===== src/isotp_pkg.sv =====
// ----------------------------------------------------------------------------
// ISO-TP reassembler package
// Shared types and constants for the frame classifier, queue and session unit.
// ----------------------------------------------------------------------------
`default_nettype none

package isotp_pkg;

	localparam int unsigned ISOTP_QUEUE_DEPTH = 2;

	localparam logic [3:0] PCI_SINGLE   = 4'h0;
	localparam logic [3:0] PCI_FIRST    = 4'h1;
	localparam logic [3:0] PCI_CONSEC   = 4'h2;
	localparam logic [3:0] NIBBLE_MASK  = 4'hF;
	localparam logic [3:0] FRAME_MAX    = 4'd8;
	localparam logic [3:0] FRAME_MIN    = 4'd2;
	localparam logic [3:0] SF_MAX_LEN   = 4'd7;
	localparam logic [3:0] FF_MAX_SEG   = 4'd6;
	localparam logic [3:0] FIRST_SEQ    = 4'd1;

	typedef enum logic [1:0] {
		KIND_REJECT,
		KIND_SINGLE,
		KIND_FIRST,
		KIND_CONSEC
	} frame_kind_t;

	typedef enum logic {
		SESS_IDLE,
		SESS_RECV
	} sess_state_t;

	typedef struct packed {
		frame_kind_t      kind;
		logic [3:0]       seq;
		logic [2:0]       count;
		logic [11:0]      total;
		logic             ff_done;
		logic [6:0][7:0]  data;
	} cls_item_t;

endpackage

`default_nettype wire


===== src/isotp_front.sv =====
// ----------------------------------------------------------------------------
// ISO-TP frame classifier
// Decodes the PCI byte, checks frame lengths and aligns the payload bytes.
// ----------------------------------------------------------------------------
`default_nettype none

module isotp_front
	import isotp_pkg::*;
(
	input  wire logic [3:0] frame_len,
	input  wire logic [7:0] frame_b0,
	input  wire logic [7:0] frame_b1,
	input  wire logic [7:0] frame_b2,
	input  wire logic [7:0] frame_b3,
	input  wire logic [7:0] frame_b4,
	input  wire logic [7:0] frame_b5,
	input  wire logic [7:0] frame_b6,
	input  wire logic [7:0] frame_b7,
	output cls_item_t       item
);

	logic [3:0]  len8;
	logic [3:0]  ftype;
	logic [3:0]  low;
	logic [11:0] total;
	logic [3:0]  ff_seg;
	logic [3:0]  ff_clip;
	logic        sf_ok;

	assign len8    = (frame_len > FRAME_MAX) ? FRAME_MAX : frame_len;
	assign ftype   = frame_b0[7:4] & NIBBLE_MASK;
	assign low     = frame_b0[3:0] & NIBBLE_MASK;
	assign total   = {low, frame_b1};
	assign ff_seg  = (len8 >= FRAME_MAX) ? FF_MAX_SEG : len8 - FRAME_MIN;
	assign ff_clip = ({8'h00, ff_seg} > total) ? total[3:0] : ff_seg;
	assign sf_ok   = (low >= 4'd1) && (low <= SF_MAX_LEN) && ((len8 - 4'd1) >= low);

	always_comb begin
		item.kind    = KIND_REJECT;
		item.seq     = low;
		item.count   = 3'd0;
		item.total   = total;
		item.ff_done = ({8'h00, ff_seg} >= total);
		item.data    = {frame_b7, frame_b6, frame_b5, frame_b4, frame_b3, frame_b2, frame_b1};
		if (len8 >= FRAME_MIN) begin
			priority if (ftype == PCI_SINGLE) begin
				if (sf_ok) begin
					item.kind  = KIND_SINGLE;
					item.count = low[2:0];
				end
			end else if (ftype == PCI_FIRST) begin
				if (total != 12'd0) begin
					item.kind  = KIND_FIRST;
					item.count = ff_clip[2:0];
					item.data  = {8'h00, frame_b7, frame_b6, frame_b5, frame_b4, frame_b3,
						frame_b2};
				end
			end else if (ftype == PCI_CONSEC) begin
				item.kind  = KIND_CONSEC;
				item.count = 3'(len8 - 4'd1);
			end
		end
	end

endmodule

`default_nettype wire


===== src/isotp_queue.sv =====
// ----------------------------------------------------------------------------
// ISO-TP item queue
// Short FIFO of classified frames between the classifier and the session unit.
// ----------------------------------------------------------------------------
`default_nettype none

module isotp_queue
	import isotp_pkg::*;
#(
	parameter int unsigned DEPTH = ISOTP_QUEUE_DEPTH
) (
	input  wire logic      clk,
	input  wire logic      arst_n,
	input  wire logic      push,
	input  wire cls_item_t push_item,
	input  wire logic      pop,
	output logic           full,
	output logic           not_empty,
	output cls_item_t      head
);

	localparam int unsigned PW = (DEPTH > 1) ? $clog2(DEPTH) : 1;
	localparam int unsigned CW = $clog2(DEPTH + 1);

	cls_item_t       mem_q [DEPTH];
	logic [PW-1:0]   wr_ptr_q;
	logic [PW-1:0]   rd_ptr_q;
	logic [CW-1:0]   count_q;

	function automatic logic [PW-1:0] ptr_next(input logic [PW-1:0] p);
		ptr_next = (p == PW'(DEPTH - 1)) ? '0 : p + PW'(1);
	endfunction

	assign full      = (count_q == CW'(DEPTH));
	assign not_empty = (count_q != '0);
	assign head      = mem_q[rd_ptr_q];

	always_ff @(posedge clk) begin
		if (push) begin
			mem_q[wr_ptr_q] <= push_item;
		end
	end

	always_ff @(posedge clk or negedge arst_n) begin
		if (!arst_n) begin
			wr_ptr_q <= '0;
			rd_ptr_q <= '0;
			count_q  <= '0;
		end else begin
			if (push) begin
				wr_ptr_q <= ptr_next(wr_ptr_q);
			end
			if (pop) begin
				rd_ptr_q <= ptr_next(rd_ptr_q);
			end
			unique case ({push, pop})
				2'b10:   count_q <= count_q + CW'(1);
				2'b01:   count_q <= count_q - CW'(1);
				default: count_q <= count_q;
			endcase
		end
	end

endmodule

`default_nettype wire


===== src/isotp_back.sv =====
// ----------------------------------------------------------------------------
// ISO-TP session unit
// Tracks the reassembly session, clips segments and registers the result.
// ----------------------------------------------------------------------------
`default_nettype none

module isotp_back
	import isotp_pkg::*;
(
	input  wire logic        clk,
	input  wire logic        arst_n,
	input  wire logic        item_valid,
	input  wire cls_item_t   item,
	output logic             pop,
	input  wire logic        seg_stall,
	output logic             seg_valid,
	output logic             accepted,
	output logic             msg_start,
	output logic             msg_done,
	output logic             msg_abort,
	output logic [2:0]       seg_count,
	output logic [6:0][7:0]  seg_data
);

	sess_state_t  state_q, state_d;
	logic [11:0]  declared_q, declared_d;
	logic [11:0]  received_q, received_d;
	logic [3:0]   exp_seq_q, exp_seq_d;

	logic         out_valid_q;
	logic         acc_q, start_q, done_q, abort_q;
	logic [2:0]   count_q;
	logic [6:0][7:0] data_q;

	logic         acc_c, start_c, done_c, abort_c;
	logic [2:0]   count_c;
	logic [6:0][7:0] data_c;

	logic         receiving;
	logic         seq_ok;
	logic [11:0]  remaining;
	logic [2:0]   cf_count;
	logic [11:0]  cf_received;
	logic         cf_reach;

	assign receiving   = (state_q == SESS_RECV);
	assign seq_ok      = (item.seq == (exp_seq_q & NIBBLE_MASK));
	assign remaining   = (declared_q > received_q) ? declared_q - received_q : 12'd0;
	assign cf_count    = ({9'd0, item.count} > remaining) ? remaining[2:0] : item.count;
	assign cf_received = received_q + {9'd0, cf_count};
	assign cf_reach    = (cf_received >= declared_q);

	assign pop = item_valid && (!out_valid_q || !seg_stall);

	always_comb begin
		state_d    = state_q;
		declared_d = declared_q;
		received_d = received_q;
		exp_seq_d  = exp_seq_q;
		unique case (item.kind)
			KIND_SINGLE: begin
				state_d    = SESS_IDLE;
				declared_d = 12'd0;
				received_d = 12'd0;
				exp_seq_d  = FIRST_SEQ;
			end
			KIND_FIRST: begin
				state_d    = item.ff_done ? SESS_IDLE : SESS_RECV;
				declared_d = item.ff_done ? 12'd0 : item.total;
				received_d = item.ff_done ? 12'd0 : {9'd0, item.count};
				exp_seq_d  = FIRST_SEQ;
			end
			KIND_CONSEC: begin
				if (receiving) begin
					if (!seq_ok || cf_reach) begin
						state_d    = SESS_IDLE;
						declared_d = 12'd0;
						received_d = 12'd0;
						exp_seq_d  = FIRST_SEQ;
					end else begin
						received_d = cf_received;
						exp_seq_d  = (exp_seq_q + 4'd1) & NIBBLE_MASK;
					end
				end
			end
			default: begin
				state_d = state_q;
			end
		endcase
	end

	always_comb begin
		acc_c   = 1'b0;
		start_c = 1'b0;
		done_c  = 1'b0;
		abort_c = 1'b0;
		count_c = 3'd0;
		unique case (item.kind)
			KIND_SINGLE: begin
				acc_c   = 1'b1;
				start_c = 1'b1;
				done_c  = 1'b1;
				abort_c = receiving;
				count_c = item.count;
			end
			KIND_FIRST: begin
				acc_c   = 1'b1;
				start_c = 1'b1;
				done_c  = item.ff_done;
				abort_c = receiving;
				count_c = item.count;
			end
			KIND_CONSEC: begin
				if (receiving) begin
					if (!seq_ok) begin
						abort_c = 1'b1;
					end else begin
						acc_c   = 1'b1;
						done_c  = cf_reach;
						count_c = cf_count;
					end
				end
			end
			default: begin
				acc_c = 1'b0;
			end
		endcase
		for (int i = 0; i < 7; i++) begin
			data_c[i] = (3'(i) < count_c) ? item.data[i] : 8'h00;
		end
	end

	always_ff @(posedge clk or negedge arst_n) begin
		if (!arst_n) begin
			state_q     <= SESS_IDLE;
			declared_q  <= 12'd0;
			received_q  <= 12'd0;
			exp_seq_q   <= FIRST_SEQ;
			out_valid_q <= 1'b0;
		end else begin
			if (pop) begin
				state_q     <= state_d;
				declared_q  <= declared_d;
				received_q  <= received_d;
				exp_seq_q   <= exp_seq_d;
				out_valid_q <= 1'b1;
			end else if (!seg_stall) begin
				out_valid_q <= 1'b0;
			end
		end
	end

	always_ff @(posedge clk) begin
		if (pop) begin
			acc_q   <= acc_c;
			start_q <= start_c;
			done_q  <= done_c;
			abort_q <= abort_c;
			count_q <= count_c;
			data_q  <= data_c;
		end
	end

	assign seg_valid = out_valid_q;
	assign accepted  = acc_q;
	assign msg_start = start_q;
	assign msg_done  = done_q;
	assign msg_abort = abort_q;
	assign seg_count = count_q;
	assign seg_data  = data_q;

endmodule

`default_nettype wire


===== src/isotp_frame_reassembler.sv =====
// ----------------------------------------------------------------------------
// ISO-TP frame reassembler
// Classifies CAN frames and emits one payload segment with flags per frame.
// ----------------------------------------------------------------------------
// channel   handshake                 payload
// frame     frame_valid / frame_stall frame_len, frame_b0 .. frame_b7
// segment   seg_valid / seg_stall     accepted, msg_*, seg_count, seg_b0 .. seg_b6
//
// One frame per cycle sustained while seg_stall is low; a frame passes the queue
// and then the output register before its segment is on the segment port (the
// queue takes it at the accepting edge, the output loads when the session pops it).
// Reset returns the session to idle and empties the queue.
// frame_stall rises only while the queue is full; seg_stall holds the output.
// ----------------------------------------------------------------------------
`default_nettype none

module isotp_frame_reassembler
	import isotp_pkg::*;
#(
	parameter int unsigned QUEUE_DEPTH = ISOTP_QUEUE_DEPTH
) (
	input  wire logic       clk,
	input  wire logic       arst_n,
	input  wire logic       frame_valid,
	output logic            frame_stall,
	input  wire logic [3:0] frame_len,
	input  wire logic [7:0] frame_b0,
	input  wire logic [7:0] frame_b1,
	input  wire logic [7:0] frame_b2,
	input  wire logic [7:0] frame_b3,
	input  wire logic [7:0] frame_b4,
	input  wire logic [7:0] frame_b5,
	input  wire logic [7:0] frame_b6,
	input  wire logic [7:0] frame_b7,
	output logic            seg_valid,
	input  wire logic       seg_stall,
	output logic            accepted,
	output logic            msg_start,
	output logic            msg_done,
	output logic            msg_abort,
	output logic [2:0]      seg_count,
	output logic [7:0]      seg_b0,
	output logic [7:0]      seg_b1,
	output logic [7:0]      seg_b2,
	output logic [7:0]      seg_b3,
	output logic [7:0]      seg_b4,
	output logic [7:0]      seg_b5,
	output logic [7:0]      seg_b6
);

	cls_item_t        cls_item;
	cls_item_t        head_item;
	logic             q_full;
	logic             q_not_empty;
	logic             q_pop;
	logic             q_push;
	logic [6:0][7:0]  seg_data;

	assign frame_stall = q_full;
	assign q_push      = frame_valid && !q_full;

	isotp_front u_front (
		.frame_len (frame_len),
		.frame_b0  (frame_b0),
		.frame_b1  (frame_b1),
		.frame_b2  (frame_b2),
		.frame_b3  (frame_b3),
		.frame_b4  (frame_b4),
		.frame_b5  (frame_b5),
		.frame_b6  (frame_b6),
		.frame_b7  (frame_b7),
		.item      (cls_item)
	);

	isotp_queue #(
		.DEPTH (QUEUE_DEPTH)
	) u_queue (
		.clk       (clk),
		.arst_n    (arst_n),
		.push      (q_push),
		.push_item (cls_item),
		.pop       (q_pop),
		.full      (q_full),
		.not_empty (q_not_empty),
		.head      (head_item)
	);

	isotp_back u_back (
		.clk        (clk),
		.arst_n     (arst_n),
		.item_valid (q_not_empty),
		.item       (head_item),
		.pop        (q_pop),
		.seg_stall  (seg_stall),
		.seg_valid  (seg_valid),
		.accepted   (accepted),
		.msg_start  (msg_start),
		.msg_done   (msg_done),
		.msg_abort  (msg_abort),
		.seg_count  (seg_count),
		.seg_data   (seg_data)
	);

	assign seg_b0 = seg_data[0];
	assign seg_b1 = seg_data[1];
	assign seg_b2 = seg_data[2];
	assign seg_b3 = seg_data[3];
	assign seg_b4 = seg_data[4];
	assign seg_b5 = seg_data[5];
	assign seg_b6 = seg_data[6];

	a_done_accepted: assert property (@(posedge clk) disable iff (!arst_n)
		seg_valid && (msg_done || msg_start) |-> accepted)
		else $error("start or done on a rejected frame");

	a_reject_empty: assert property (@(posedge clk) disable iff (!arst_n)
		seg_valid && !accepted |-> seg_count == 3'd0 && seg_b0 == 8'h00)
		else $error("rejected frame carries payload");

	a_cf_nonempty: assert property (@(posedge clk) disable iff (!arst_n)
		seg_valid && accepted && !msg_start |-> seg_count != 3'd0)
		else $error("consecutive segment without bytes");

	a_no_pop_empty: assert property (@(posedge clk) disable iff (!arst_n)
		q_pop |-> q_not_empty)
		else $error("queue popped while empty");

endmodule

`default_nettype wire

===== config.mk =====
export PLATFORM = sky130hd
export DESIGN_NAME = isotp_frame_reassembler
export DESIGN_NICKNAME = d
export VERILOG_FILES = /design/src/isotp_pkg.sv /design/src/isotp_front.sv /design/src/isotp_queue.sv /design/src/isotp_back.sv /design/src/isotp_frame_reassembler.sv
export SDC_FILE = /design/constraint.sdc
export NUM_CORES = 1
export LEC_CHECK = 0
export ABC_AREA = 1
export BUFFER_PORTS_ARGS = -buffer_cell sky130_fd_sc_hd__buf_2
export CELL_PAD_IN_SITES_DETAIL_PLACEMENT = 1
export CELL_PAD_IN_SITES_GLOBAL_PLACEMENT = 2
export CORE_MARGIN = 2
export CORE_UTILIZATION = 41
export CTS_CLUSTER_DIAMETER = 120
export DETAILED_ROUTE_END_ITERATION = 10
export PLACE_DENSITY = 0.88
export SYNTH_ARGS = -nofsm -noshare
export SYNTH_HDL_FRONTEND = slang
export SYNTH_SLANG_ARGS = --single-unit

===== constraint.sdc =====
create_clock -name clk -period 13 [get_ports clk]
set_clock_uncertainty 0.2 [all_clocks]
set_input_delay 1.95 -clock clk [delete_from_list [all_inputs] [get_ports clk]]
set_output_delay 1.95 -clock clk [all_outputs]
set_load 0.005 [all_outputs]

# Word level (Yosys, flattened, before mapping)
# Memories as Yosys holds them, arrays and structs flattened.
# Cells that the tools add are included.
[word_totals]
reg_bits = 97
ram_bits = 156
out_inout_bits = 65
wordCells = 137
memories = 1
[op_classes]
addsub = 9
magnitude_cmp = 18
n_eq_ne = 12
muxes = 56
reduce_logical = 21
[memory_table]
columns = ["name", "words", "width", "rd", "rd_ports_with_merged_regs", "wr", "line_no", "text"]
rows = [
  ["u_queue.mem_q", 2, 78, 1, 0, 1, "isotp_queue.sv:25", "cls_item_t mem_q [DEPTH];"],
]
[ops]
columns = ["cell", "count"]
rows = [
  ["56-bit 2-to-1 mux", 4],
  ["12-bit 2-to-1 mux", 6],
  ["12-bit case mux with 3 select lines", 2],
  ["3-bit 2-to-1 mux", 11],
  ["1-bit 2-to-1 mux", 17],
  ["4-bit 2-to-1 mux", 4],
  ["12-bit by 3-bit adder with 12-bit output", 1],
  ["12-bit greater-or-equal comparator", 1],
  ["4-bit by 12-bit greater-or-equal comparator with 1-bit output", 1],
  ["12-bit > comparator", 1],
  ["3-bit by 12-bit > comparator with 1-bit output", 1],
  ["4-bit by 12-bit > comparator with 1-bit output", 1],
  ["12-bit nonzero test", 1],
  ["12-bit subtractor", 1],
  ["2-bit 2-to-1 mux", 5],
  ["3-bit less-than comparator (first input constant)", 3],
  ["2-bit equality test (second input constant)", 4],
  ["4-bit case mux with 2 select lines", 1],
  ["1-bit by 3-bit less-than comparator with 1-bit output (first input constant)", 2],
  ["2-bit by 3-bit less-than comparator with 1-bit output (first input constant)", 2],
  ["2-bit by 1-bit != test with 1-bit output (second input constant)", 3],
  ["1-bit case mux with 3 select lines", 2],
  ["3-bit case mux with 2 select lines", 1],
  ["3-bit AND reduction", 2],
  ["27 further kinds", 39],
]

# Logic depth before layout (Yosys ltp)
[logic_depth]
depth_word = 10
mapped_depth = 47
mapped_depth_nobuf = 46

# Cells and area by module
# Synthesis repeated with hierarchy kept, for this count alone.
[unflattened]
hier_cells = 1310
area_unflattened_um2 = 12751.0
[by_module_without_submodules]
columns = ["mod", "n_inst", "cells_each", "area_each_um2"]
rows = [
  ["isotp_queue", 1, 431, 5965.7],
  ["isotp_back", 1, 610, 5385.2],
  ["isotp_front", 1, 267, 1390.1],
  ["isotp_frame_reassembler", 1, 2, 10.0],
]

# Worst setup path before layout
# No wires, ideal clock.
[synth_timing]
path_kind = "input to register"
from = "input frame_valid"
to = "memory u_queue.mem_q[0][0] in the netlist's numbering, enable pin"
arrival_time_ns = 5.243
required_time_ns = 12.293
path_slack_ns = 7.050
cell_stages = 2
path_buffers = 0
path_cell_list = "o21ai_0 > nor2_1"
[synth_between]
elab_chain_len = 3
[synth_rtl]
columns = ["element", "line_no", "text"]
rows = [
  ["from (decl)", "isotp_frame_reassembler.sv:24", "input wire logic frame_valid,"],
  ["1-bit logical AND", "isotp_frame_reassembler.sv:60", "assign q_push = frame_valid && !q_full;"],
  ["1-bit 2-to-1 mux", "isotp_queue.sv:39", "if (push) begin"],
  ["1-bit 2-to-1 mux (implied by the code)", "isotp_queue.sv:40", "mem_q[wr_ptr_q] <= push_item;"],
  ["to (decl)", "isotp_queue.sv:25", ""],
]
# Every way passes these cells.

# Worst setup path in the final report
[layout_timing]
from = "register u_back.received_q[0]"
to = "register u_back.received_q[0]"
[layout_between]
elab_chain_len = 10
elab_cells_between_ends = 11
cone_classes = "add/sub (2); order compare (3); mux (5); reduce/logical (1)"
[layout_rtl]
columns = ["element", "line_no", "text"]
rows = [
  ["from (decl)", "isotp_back.sv:27", "logic [11:0] received_q, received_d;"],
  ["from (signal assigned)", "isotp_back.sv:144", "received_q <= received_d;"],
  ["12-bit subtractor or 12-bit > comparator (tied branches)", "isotp_back.sv:48", "assign remaining = (declared_q > received_q) ? declared_q - received_q : 12'd0;"],
  ["12-bit 2-to-1 mux", "isotp_back.sv:48", ""],
  ["3-bit by 12-bit > comparator with 1-bit output", "isotp_back.sv:49", "assign cf_count = ({9'd0, item.count} > remaining) ? remaining[2:0] : item.count;"],
  ["3-bit 2-to-1 mux", "isotp_back.sv:49", ""],
  ["12-bit by 3-bit adder with 12-bit output *", "isotp_back.sv:50", "assign cf_received = received_q + {9'd0, cf_count};"],
  ["12-bit greater-or-equal comparator", "isotp_back.sv:51", "assign cf_reach = (cf_received >= declared_q);"],
  ["1-bit logical OR", "isotp_back.sv:75", "if (!seq_ok || cf_reach) begin"],
  ["12-bit 2-to-1 mux *", "isotp_back.sv:75", ""],
  ["12-bit 2-to-1 mux *", "isotp_back.sv:74", "if (receiving) begin"],
  ["12-bit case mux with 3 select lines *", "isotp_back.sv:60", "unique case (item.kind)"],
]
# Every way passes the cells marked *; elsewhere a longest branch is shown, timed or not. The select of a mux whose other input is x is not followed.
# A chain may end at the register's enable or synchronous reset.

==> results.cfg <==
[critical_path]
critPathSlowestCell = nor3_2
slowest_delay_ns = 0.76
cp.required_ns = 13.25
crit_path_frequent_cell = nand2_1
path_max_fanout = 13
cp-end-kind = flop
startpoint = u_back.received_q[0]
crit-reg2reg-launch = u_back.received_q[0]
critPathLaunchType = flop
crit_end = u_back.received_q[0]
reg2reg_to = u_back.received_q[0]
critPathKind = reg -> reg
crit_arrival_ns = 6.93
r2r_cells = 41
r2r_slack_ns = 6.32

[cells_and_area]
syn2layout_area_growth_pct = 17.1
final_cell_mix = 247 x nand2_1, 211 x edfxtp_1, 154 x inv_1
layout-drive-gt1-share_pct = 18.2
diodes = 0
final_common_cell = nand2_1
fin_nets = 1388
fin_util_pct = 48.4
instances_no_fill = 1671

[timing]
layout_min_cycle_time_ns = 6.68
fmax_mhz = 150
finalSetupViolCount = 0
hold_viol_final = 0
fin_crit_sh_pct = 51.4
worstMarginPinSlew_ns = 1.07
slew_headroom_pct = 28.7
rsz0062_at_grt = no
fin_setup_tns_ns = 0
drv_slew = 0
fin_ws_ns = 6.32

[clock_tree]
clock-root-buffer = clkbuf_16
cts_resized = 0
cts.path.max_buffers = 3
cts_setup_buffers = 0
h-tree-depth = 1
cts_sinks = 245
numCtsBuffers = 27
cts_tree = built
postCtsHoldBufs = 0
path_clk_slew_ns = 0.06
insertion_delay_ns = 0.54

[logic_synthesis]
synth-edff-count = 211
synth_cells = 1126
synth_cell_types = 47
synthArstFlopShare_pct = 13.9
synth-compound-area-share_pct = 7.87
synth_ff_type = edfxtp_1
muxShareOfSynthArea_pct = 2.97
synthAdderAreaFrac_pct = 5.43
seq_area_frac_synth_pct = 60.9
synth_simple_gate_area_share_pct = 15.2
syn_area_um2 = 11800
synth_nets = 1248
synth_seq_cells = 245
ys_warn_count = 0
synth_xor_area_share_pct = 1.34
syn_area_per_cell_um2 = 10.5
synth_top_family_by_area = simple AND/OR/NAND/NOR gates

[power_and_ir_drop]
power_density_nw_per_um2 = 263
p_switching_w = 0.00148
p_comb_share_pct = 43.6
leakage_nw = 6.17
p_int_w = 0.00215
power_frac_clock_pct = 21.8
p_seq_share_pct = 34.6
p_sw_share_pct = 40.8
vdd_drop_max_v = 0.000125

[routing]
ant_nets = 0
vias_per_cell = 4.98
wire_per_inst_um = 17.7
firstDrtPassIters = 7
wl_mm = 29.6
drc = 0
drt_iter0_markers = 554
dr_total_vias = 8314

[floorplanning]
placementRows = 62
start_util_pct = 41.4
die_area_um2 = 30200
io_pins = 137
die_w_um = 174
design.core.area_um2 = 28500
die_y_um = 174

[worst_hold_path]
hp-class = reg -> reg

[global_routing]
grt_max_degree = 101
antenna_found_initial = 0
grt-ovfl-total = 0
grt_pass1_wl_mm = 47.1
first_global_vias = 8622
grt_usage_pct = 19.7

[placed_design]
pre_cts_slack_ns = 6.39
port_buffers = 136
dpl.cell_count = 1621
dpl.hpwl_mm = 21.3
place_congestion = 0.826

[outcome]
outcome = finished, final reports clean

[job]
max_cap_viol_count = 0
==> critical path: cells and delay by family (launching register included) <==
family,cells,cell delay [ns]
AND/OR/NAND/NOR,24,2.98
XOR/XNOR,1,0.26
buffers and inverters,5,0.37
adder cells (fa/ha/maj),5,1.38
flip-flops,1,0.40
AO/OA/AOI/OAI,6,1.00
==> layer usage <==
layer | global-route usage [%] | part of all wire, %
met2 | 31.9 | 46
met5 | 0 | 0
met4 | 6.44 | 2.9
met1 | 27.8 | 47
met3 | 2.32 | 3.5
==> kinds of logic (layout without fill, tap and decap cells) <==
| family | count (synthesis) | count (layout) |
|---|---|---|
| AO/OA/AOI/OAI | 163 | 163 |
| flip-flops | 245 | 245 |
| buffers and inverters | 192 | 353 |
| adder cells (fa/ha/maj) | 50 | 50 |
| AND/OR/NAND/NOR | 423 | 423 |
| multiplexers | 35 | 35 |
| XOR/XNOR | 18 | 18 |
==> area by class of cell <==
type / count / area, µm²
clock buffer: 30 / 687
clock inverter: 20 / 230
fill: 3193 / 14700
inverter: 161 / 608
multi-input combinational: 689 / 3900
sequential: 245 / 7190
tap: 384 / 480
timing repair buffer: 142 / 726
==> power groups by stage <==
stage / clock (W) / sequential (W) / combinational, W
3_5_place_dp: 0 / 0.00127 / 0.00159
6_report: 0.000792 / 0.00126 / 0.00158
4_1_cts: 0.000808 / 0.00126 / 0.00160
5_1_grt: 0.000834 / 0.00128 / 0.00181
2_1_floorplan: 0 / 0.00127 / 0.00107
3_3_place_gp: 0 / 0.00126 / 0.00154
==> metrics by stage <==
step                      instance area, µm²  hold WS [ns]  total power, W
after floorplan                        11800         0.277         0.00234
after CTS                              13800         0.318         0.00367
after global placement                 12900         0.276         0.00280
after detailed placement               12900         0.303         0.00286
final                                  13800         0.309         0.00363
after global routing                   13800         0.363         0.00392
==> flip-flops by register name, indices dropped and copies added (netlist names) <==
register	cells
u_back.accepted	1
u_back.declared_q	12
u_back.exp_seq_q	4
u_back.msg_abort	1
u_back.msg_done	1
u_back.msg_start	1
u_back.received_q	12
u_back.receiving	1
u_back.seg_count	3
u_back.seg_data	56
u_back.seg_valid	1
u_queue.count_q	2
u_queue.mem_q	148
u_queue.rd_ptr_q	1
u_queue.wr_ptr_q	1
==> synth_stat cells (7+ instances only) <==
cell type    n  area (µm²)
or2_2        7        43.8
nand3_1     43         215
edfxtp_1   211        6340
a21oi_2     17         149
inv_1      155         582
mux2i_1     35         350
xor2_1      15         131
dfrtp_1     33         826
nor3_1      12        60.1
nand4_1     10        62.6
clkbuf_1    25        93.8
a21oi_1     60         300
ha_1        48         601
nor2_1      83         312
nand2_1    248         931
o21ai_0     65         325
==> how the worst min path moves through the flow <==
stage / from / depth (start not counted) / slack (ns) / to
floorplan: u_back.received_q[2] / 2 / 0.28 / u_back.received_q[2]
detailed placement: u_back.seg_valid / 2 / 0.30 / u_back.seg_valid
CTS: u_back.seg_valid / 2 / 0.32 / u_back.seg_valid
global route: u_back.seg_valid / 2 / 0.36 / u_back.seg_valid
finish: u_back.seg_valid / 2 / 0.31 / u_back.seg_valid
global placement: u_back.seg_valid / 2 / 0.28 / u_back.seg_valid
No activity file was read; power rests on OpenSTA's default activity.
